**src/rtl/bte_pkg.sv**
```systemverilog
// Shared types, codes and field layout for the breakpoint table engine.
package bte_pkg;

  localparam int REQ_W   = 3;
  localparam int STS_W   = 2;
  localparam int ADDR_W  = 64;
  localparam int WORD_W  = 64;
  localparam int RID_W   = 16;
  localparam int BYTE_W  = 8;

  // Input tdata: target_address, request_id, mem_word
  localparam int IN_ADDR_LSB  = 0;
  localparam int IN_RID_LSB   = IN_ADDR_LSB + ADDR_W;
  localparam int IN_WORD_LSB  = IN_RID_LSB + RID_W;
  localparam int IN_TDATA_W   = 144;

  // Output tdata: hit, armed, result_id, original_byte, write_address,
  // write_data, write_valid
  localparam int OB_HIT   = 0;
  localparam int OB_ARMED = 1;
  localparam int OB_ID    = 2;
  localparam int OB_BYTE  = OB_ID + RID_W;
  localparam int OB_WADDR = OB_BYTE + BYTE_W;
  localparam int OB_WDATA = OB_WADDR + ADDR_W;
  localparam int OB_WV    = OB_WDATA + WORD_W;
  localparam int OUT_TDATA_W = 160;

  localparam logic [REQ_W-1:0] REQ_ADD     = 3'd0;
  localparam logic [REQ_W-1:0] REQ_REMOVE  = 3'd1;
  localparam logic [REQ_W-1:0] REQ_QUERY   = 3'd2;
  localparam logic [REQ_W-1:0] REQ_DISABLE = 3'd3;
  localparam logic [REQ_W-1:0] REQ_ENABLE  = 3'd4;

  localparam logic [STS_W-1:0] STS_OK      = 2'd0;
  localparam logic [STS_W-1:0] STS_DUP     = 2'd1;
  localparam logic [STS_W-1:0] STS_FULL    = 2'd2;
  localparam logic [STS_W-1:0] STS_MISSING = 2'd3;

  localparam logic [BYTE_W-1:0] OPC_TRAP = 8'hCC;

  typedef enum logic [1:0] {
    ST_IDLE,
    ST_SCAN,
    ST_DRAIN,
    ST_UPD
  } bte_state_t;

  typedef struct packed {
    logic hit;
    logic free_found;
  } scan_flags_t;

  function automatic logic [WORD_W-1:0] splice(input logic [WORD_W-1:0] word,
                                               input logic [BYTE_W-1:0] low);
    splice = {word[WORD_W-1:BYTE_W], low};
  endfunction

endpackage

```
**src/rtl/bte_scan.sv**
```systemverilog
// Shared slot comparator: tracks the first matching slot and the first free slot.
module bte_scan #(
  parameter int IDX_W      = 6,
  parameter int IDENT_BITS = 16
) (
  input  logic                      clk,
  input  logic                      rst_n,
  input  logic                      clr,
  input  logic                      chk,
  input  logic [IDX_W-1:0]          chk_idx,
  input  logic                      chk_used,
  input  logic                      is_remove,
  input  logic [bte_pkg::ADDR_W-1:0] key_addr,
  input  logic [bte_pkg::RID_W-1:0]  key_rid,
  input  logic [bte_pkg::ADDR_W-1:0] ent_addr,
  input  logic [IDENT_BITS-1:0]     ent_ident,
  input  logic [bte_pkg::BYTE_W-1:0] ent_byte,
  output bte_pkg::scan_flags_t      flags,
  output logic [IDX_W-1:0]          hit_idx,
  output logic [IDX_W-1:0]          free_idx,
  output logic [bte_pkg::ADDR_W-1:0] cap_addr,
  output logic [IDENT_BITS-1:0]     cap_ident,
  output logic [bte_pkg::BYTE_W-1:0] cap_byte
);
  import bte_pkg::*;

  scan_flags_t       flags_r;
  logic [IDX_W-1:0]  hit_idx_r;
  logic [IDX_W-1:0]  free_idx_r;
  logic [ADDR_W-1:0] cap_addr_r;
  logic [IDENT_BITS-1:0] cap_ident_r;
  logic [BYTE_W-1:0] cap_byte_r;

  logic [ADDR_W-1:0] lhs;
  logic [ADDR_W-1:0] rhs;
  logic              eq;

  // one 64-bit comparator serves both the address and the id lookup
  always_comb begin
    lhs = is_remove ? ADDR_W'(ent_ident) : ent_addr;
    rhs = is_remove ? ADDR_W'(key_rid) : key_addr;
    eq  = (lhs == rhs);
  end

  always_ff @(posedge clk) begin
    if (!rst_n) begin
      flags_r <= '0;
    end else if (clr) begin
      flags_r <= '0;
    end else if (chk) begin
      if (chk_used && eq && !flags_r.hit) begin
        flags_r.hit <= 1'b1;
      end
      if (!chk_used && !flags_r.free_found) begin
        flags_r.free_found <= 1'b1;
      end
    end
  end

  always_ff @(posedge clk) begin
    if (chk && chk_used && eq && !flags_r.hit && !clr) begin
      hit_idx_r   <= chk_idx;
      cap_addr_r  <= ent_addr;
      cap_ident_r <= ent_ident;
      cap_byte_r  <= ent_byte;
    end
    if (chk && !chk_used && !flags_r.free_found && !clr) begin
      free_idx_r <= chk_idx;
    end
  end

  assign flags     = flags_r;
  assign hit_idx   = hit_idx_r;
  assign free_idx  = free_idx_r;
  assign cap_addr  = cap_addr_r;
  assign cap_ident = cap_ident_r;
  assign cap_byte  = cap_byte_r;

endmodule

```
**config.mk**
```make
export PLATFORM = sky130hd
export DESIGN_NAME = bte_scan
export DESIGN_NICKNAME = d
export VERILOG_FILES = /design/src/rtl/bte_pkg.sv /design/src/rtl/bte_scan.sv
export SDC_FILE = /design/constraint.sdc
export NUM_CORES = 1
export LEC_CHECK = 0
export ABC_CLOCK_PERIOD_IN_PS = 15000
export CAP_MARGIN = 20
export CORE_AREA = 2 2 111 113
export DETAILED_ROUTE_END_ITERATION = 6
export DIE_AREA = 0 0 113 115
export DONT_BUFFER_PORTS = 1
export PLACE_DENSITY = 0.45
export SLEW_MARGIN = 40
export SYNTH_ARGS = -nofsm -noshare
export SYNTH_HDL_FRONTEND = slang
export SYNTH_SLANG_ARGS = --single-unit
```
**constraint.sdc**
```tcl
create_clock -name clk -period 15 [get_ports clk]
set_input_delay 3 -clock clk [delete_from_list [all_inputs] [get_ports clk]]
set_output_delay 3 -clock clk [all_outputs]
set_load 0.02 [all_outputs]
```
==> flow_metrics.py, run 1 <==
metrics = {
    "synthesis": {
        "synth_fa_ha_area_share_pct": 0,
        "synth_xor_area_share_pct": 16.80,
        "yosysMostFrequentCell": "edfxtp_1",
        "synth_top_area_share_pct": 74.79,
        "ys_ff_latch": 102,
        "synthTopCellsByCount": "100 x edfxtp_1, 59 x xor2_1, 18 x xnor2_1",
        "syn_avg_cell_area_um2": 17.84,
        "synth-compound-area-share_pct": 1.122,
        "synthTopCellsByArea": "edfxtp_1 75%, xor2_1 13%, xnor2_1 3.9%",
        "synthesis.area_um2": 4015,
        "synth_top_cell_by_area": "edfxtp_1",
        "syn-num-nets": 405,
        "synthSimpleGateAreaFrac_pct": 5.921,
        "ys_async_sr_fraction_pct": 0,
        "synth_top_family_by_area": "XOR/XNOR gates",
        "synth_edf_count": 100,
        "ys_types": 21,
        "synth_warnings": 0,
        "ys.flop_type": "edfxtp_1",
        "synthMuxAreaShare_pct": 0,
        "ys_seq_area_share_pct": 75.79,
        "synth_cells": 225,
    },
    "route": {
        "viasPerCell": 5.013,
        "drc_errors": 15,
        "routed_wl_mm": 8.760,
        "wire_per_inst_um": 22.46,
        "dr.pass1.iters": 7,
        "ant_nets": 0,
        "via_count": 1955,
        "drt_iter0_drc": 127,
    },
    "timing": {
        "clock.fmax_ghz": 0.1754,
        "period_share_pct": 38.00,
        "rsz0062_at_grt": "no",
        "maxSlewHeadroom_pct": 52.23,
        "period_needed_ns": 5.700,
        "setup_viol": 0,
        "slew_viol_final": 0,
        "fin_skew_ns": 0.007907,
        "finalHoldViolCount": 0,
        "finalSetupTns_ns": 0,
        "hold_slack_ns": 0.6428,
        "tightest_slew_ns": 0.7166,
    },
    "global_routing": {
        "grt_max_degree": 58,
        "met2_usage_pct": 21.84,
        "grt_first_pass_wirelength_mm": 12.27,
        "grt_pass1_vias": 2012,
        "grt_overflow": 0,
        "antenna_found_initial": 0,
        "grtUsageMet3_pct": 5.851,
        "grt-busiest-layer": "met2",
        "grt_use_total_pct": 13.00,
        "use_met1_pct": 13.87,
    },
    "placed_design": {
        "place.gp.congestion": 0.7493,
        "port-buffer-count": 0,
        "hpwl_mm": 7.137,
        "placed_cell_area_um2": 4223,
    },
    "critical_path": {
        "crit_path_start_kind": "primary input",
        "rrSetupSlack_ns": 12.69,
        "worst_setup_path_end_kind": "register",
        "cp.required_ns": 14.97,
        "path_class": "primary input to register",
        "r2r_cells": 3,
        "r2r_end": "cap_addr[5]",
        "crit_arrival_ns": 5.67,
        "timing.rr.start": "flags[1]",
        "cp_max_fo": 57,
    },
    "cells_and_area": {
        "final.fill_count": 1120,
        "area_delta_synth_final_pct": 12.09,
        "layout.nets": 418,
        "final_area_um2": 4501,
        "drive_gt1_share_pct": 9.053,
        "final_util_pct": 38.10,
        "diodes": 0,
    },
    "die": {
        "start_util_pct": 33.99,
        "die_h_um": 115,
        "core_region_area_um2": 11810,
        "placementRows": 40,
        "dieArea_um2": 13000,
        "die_x_um": 113,
        "ioPinCount": 282,
    },
    "power_and_ir_drop": {
        "power_density_nw_per_um2": 121.8,
        "p_total_mw": 0.5480,
        "peakVddDrop_mv": 0.04451,
        "p_leak_nw": 1.416,
    },
    "cts": {
        "cts-htree-levels": 3,
        "cts_tree": "yes",
        "cts_inserted_buffers": 9,
        "clkSinkCount": 102,
        "cts_buffer_depth": 2,
        "worstSkewPairLatency_ns": 0.34,
        "cts-resized-gates": 0,
        "cts_hold_buf": 0,
        "postCtsSetupBuffers": 0,
        "cts_root_buffer": "clkbuf_16",
        "path_clk_slew_ns": 0.06,
    },
    "min_path": {
        "holdPathEnd": "flags[0]",
        "min_path_type": "register to register",
        "holdCritStartpoint": "flags[0]",
        "hold_depth": 2,
    },
    "outcome": {
        "violations": "DRC",
        "status": "finished with violations",
    },
    "flow_run": {
        "drv_cap": 0,
    },
}
[sequential cells by signal, summed over array words and instances (netlist names)]
register,cells
cap_byte,8
flags,2
cap_addr,64
hit_idx,6
cap_ident,16
free_idx,6
[power by group]
group	leakage, nW	total [mW]	internal [mW]	switching (mW)
combinational	0.366	0.0207	0.0120	0.00877
clock	0.134	0.213	0.113	0.100
sequential	0.916	0.314	0.313	0.000934
total	1.42	0.548	0.438	0.110
[cells by family after synthesis]
family / Yosys count
flip-flops: 102
XOR/XNOR: 77
AND/OR/NAND/NOR: 35
AO/OA/AOI/OAI: 7
buffers and inverters: 4
[through the flow]
step	std cells	worst slack (ns)
4_1_cts	390	9.193
2_1_floorplan	225	5.332
5_1_grt	390	9.056
6_report	390	9.300
3_3_place_gp	374	8.793
3_5_place_dp	374	8.843
[per-layer routing]
metal / wire length [µm] / part of all wire [%] / vias to the layer above
met5: 0 / 0 / -
met4: 177 / 2.0 / 0
li1: - / - / 871
met3: 1012 / 12 / 11
met1: 2981 / 34 / 924
met2: 4587 / 52 / 149
[cell type report]
class	count	area, µm²	area share, %
flip-flops and latches	102	3043	67.61
clock buffers	9	225.2	5.004
multi-input cells	119	970.9	21.57
inverters	4	15.01	0.3336
clock inverters	7	47.55	1.056
well taps	147	183.9	4.087
repair buffers	2	15.01	0.3336
[critical path, cell delays in order]
cell and delay, ns:
xor2_1 0.14, nor4_1 0.36, nand4_1 0.22, nor4_2 0.39, a21oi_1 0.16, nor4_4 0.21, buf_4 0.45, buf_4 0.65
[worst max path at each step]
stage | from | endpoint | slack, ns | cells after the start
2_1_floorplan | ent_addr[47] | cap_addr[0] | 5.33 | 6
3_3_place_gp | ent_addr[28] | cap_addr[28] | 8.79 | 8
3_5_place_dp | ent_addr[28] | cap_addr[28] | 8.84 | 8
4_1_cts | ent_addr[28] | cap_addr[26] | 9.19 | 8
5_1_grt | ent_addr[6] | cap_addr[5] | 9.06 | 8
6_report | ent_addr[6] | cap_addr[5] | 9.30 | 8
[cells in the final DEF (no fill, tap or decap), drive strengths merged]
cell type / instances
edfxtp: 100
xor2: 59
xnor2: 18
nor4: 16
clkbuf: 9
nand4: 7
inv: 7
nand3: 3
a21oi: 3
nor3: 3
clkinv: 3
nor2: 2
nand2b: 2
dfxtp: 2
buf: 2
o22ai: 1
o2bb2ai: 1
or4: 1
nand2: 1
a221oi: 1
a31oi: 1
clkinvlp: 1
No activity file was read; power rests on OpenSTA's default activity.
==> run 2, diff against run 1 <==
--- a/config.mk
+++ b/config.mk
@@ -5,13 +5,13 @@
 export SDC_FILE = /design/constraint.sdc
 export NUM_CORES = 1
 export LEC_CHECK = 0
-export ABC_CLOCK_PERIOD_IN_PS = 15000
+export ABC_CLOCK_PERIOD_IN_PS = 5900
 export CAP_MARGIN = 20
-export CORE_AREA = 2 2 111 113
+export CORE_AREA = 2 2 108 110
 export DETAILED_ROUTE_END_ITERATION = 6
-export DIE_AREA = 0 0 113 115
+export DIE_AREA = 0 0 110 112
 export DONT_BUFFER_PORTS = 1
-export PLACE_DENSITY = 0.45
+export PLACE_DENSITY = 0.47
 export SLEW_MARGIN = 40
 export SYNTH_ARGS = -nofsm -noshare
 export SYNTH_HDL_FRONTEND = slang
==> constraint.sdc (replaced) <==
create_clock -name clk -period 5.9 [get_ports clk]
set_input_delay 1.18 -clock clk [delete_from_list [all_inputs] [get_ports clk]]
set_output_delay 1.18 -clock clk [all_outputs]
set_load 0.02 [all_outputs]
==> run 2 against run 1 <==
The flow now finishes without violations; clock power increased to 3.1 times the previous value; global-route usage is 1.1 points higher; via count is 0.66% higher; sequential cell count unchanged; final area increased by 1.1%; critical endpoint is now cap_ident[11]; largest cell class unchanged; largest power group unchanged.
==> flow_metrics.py, run 2 (same netlist as run 1, synthesis figures left out) <==
metrics = {
    "global_routing": {
        "grt_max_degree": 49,
        "grt_overflow": 0,
        "grt_use_total_pct": 14.06,
        "grt_pass1_vias": 2114,
        "grt_first_pass_wirelength_mm": 12.32,
        "antenna_found_initial": 0,
    },
    "cts": {
        "cts_hold_buf": 0,
        "cts_buffer_depth": 2,
        "path_clk_slew_ns": 0.07,
        "clkSinkCount": 102,
        "cts-resized-gates": 0,
        "postCtsSetupBuffers": 0,
        "cts_root_buffer": "clkbuf_16",
        "worstSkewPairLatency_ns": 0.34,
        "cts-htree-levels": 3,
        "cts_inserted_buffers": 9,
        "cts_tree": "yes",
    },
    "placed_design": {
        "placed_cell_area_um2": 4218,
        "hpwl_mm": 7.071,
        "place.gp.congestion": 0.8052,
        "port-buffer-count": 0,
        "dp_slack_ns": 2.164,
    },
    "timing": {
        "period_share_pct": 55.62,
        "finalSetupTns_ns": 0,
        "finalHoldViolCount": 0,
        "maxSlewHeadroom_pct": 59.25,
        "rsz0062_at_grt": "no",
        "tightest_slew_ns": 0.6113,
        "slew_viol_final": 0,
        "fin_ws_ns": 2.618,
        "setup_viol": 0,
        "period_needed_ns": 3.282,
        "clock.fmax_ghz": 0.3047,
        "fin_skew_ns": 0.006504,
    },
    "route": {
        "drt_iter0_drc": 119,
        "ant_nets": 0,
        "routed_wl_mm": 8.990,
        "dr.pass1.iters": 4,
        "viasPerCell": 5.125,
        "wl_met3_um": 845,
        "wire_per_inst_um": 23.41,
        "wl_met1_mm": 3.326,
        "via_count": 1968,
        "top_layer": "met4",
        "drc_errors": 0,
        "met2_length_mm": 4.585,
    },
    "die": {
        "die_h_um": 112,
        "dieArea_um2": 12320,
        "core_region_area_um2": 11170,
        "placementRows": 39,
        "die_x_um": 110,
        "ioPinCount": 282,
        "start_util_pct": 35.93,
    },
    "cells_and_area": {
        "mostFrequentLayoutCells": "100 x edfxtp_1, 59 x xor2_1, 18 x xnor2_1",
        "final.fill_count": 1019,
        "regArea_um2": 3043,
        "largest_reg_flops": 64,
        "final_area_um2": 4549,
        "final_common_cell": "edfxtp_1",
        "drive_gt1_share_pct": 8.299,
        "final_util_pct": 40.71,
        "layout.nets": 418,
        "diodes": 0,
        "multi_input_area_um2": 970.9,
        "area_delta_synth_final_pct": 13.31,
    },
    "power_and_ir_drop": {
        "p_int_mw": 1.237,
        "power_density_nw_per_um2": 331.4,
        "p_leak_nw": 1.437,
        "power_frac_seq_pct": 53.0,
        "peakVddDrop_mv": 0.1214,
        "switching_share_pct": 17.95,
        "switchingPower_mw": 0.2706,
        "clkPwrFrac_pct": 43.5,
        "pwr-share-comb_pct": 3.5,
    },
    "critical_path": {
        "cp_max_fo": 48,
        "worst_setup_path_end_kind": "register",
        "path_class": "primary input to register",
        "crit_arrival_ns": 3.26,
        "cp.required_ns": 5.88,
        "crit_path_start_kind": "primary input",
    },
    "min_path": {
        "min_path_type": "register to register",
    },
    "flow_run": {
        "drv_cap": 0,
    },
    "outcome": {
        "status": "completed",
    },
}
[run 2: per-layer routing]
layer / global-route usage (%) / up-vias
met1: 15.70 / 942
met4: 8.017 / 0
met5: 0 / -
met2: 22.78 / 141
met3: 5.211 / 18
li1: - / 867
[run 2: final cells by class]
cell class | count | share of cell area, %
clock buffers | 10 | 5.033
clock inverters | 4 | 2.145
inverters | 4 | 0.3300
multi-input cells | 119 | 21.34
flip-flops and latches | 102 | 66.89
well taps | 143 | 3.933
repair buffers | 2 | 0.3300
[run 2: critical path, stage by stage]
cell and delay (ns):
xor2_1 0.14, nor4_1 0.36, nand4_1 0.22, nor4_2 0.38
a21oi_1 0.16, nor4_4 0.24, buf_4 0.55
[run 2: power by group through the flow]
stage | clock [mW] | combinational [mW] | sequential, mW
2_1_floorplan | 0 | 0.0451 | 0.814
3_3_place_gp | 0 | 0.0520 | 0.815
3_5_place_dp | 0 | 0.0531 | 0.815
4_1_cts | 0.669 | 0.0537 | 0.799
5_1_grt | 0.702 | 0.0598 | 0.798
6_report | 0.656 | 0.0525 | 0.799
[run 2: worst paths after layout]
check                   start  depth (start not counted)  slack (ns)            end
setup / recovery  ent_addr[6]                          7        2.62  cap_ident[11]
hold / removal       flags[0]                          2        0.64       flags[0]
setup reg to reg     flags[1]                          2        4.21  cap_ident[11]
hold reg to reg      flags[0]                          2        0.64       flags[0]
[run 2: per-stage QoR]
step | hold slack, ns | power (mW) | instances
2_1_floorplan | 0.5820 | 0.8595 | 225
3_3_place_gp | 0.6135 | 0.8666 | 370
3_5_place_dp | 0.6146 | 0.8678 | 370
4_1_cts | 0.6271 | 1.521 | 384
5_1_grt | 0.6564 | 1.560 | 384
6_report | 0.6376 | 1.507 | 384
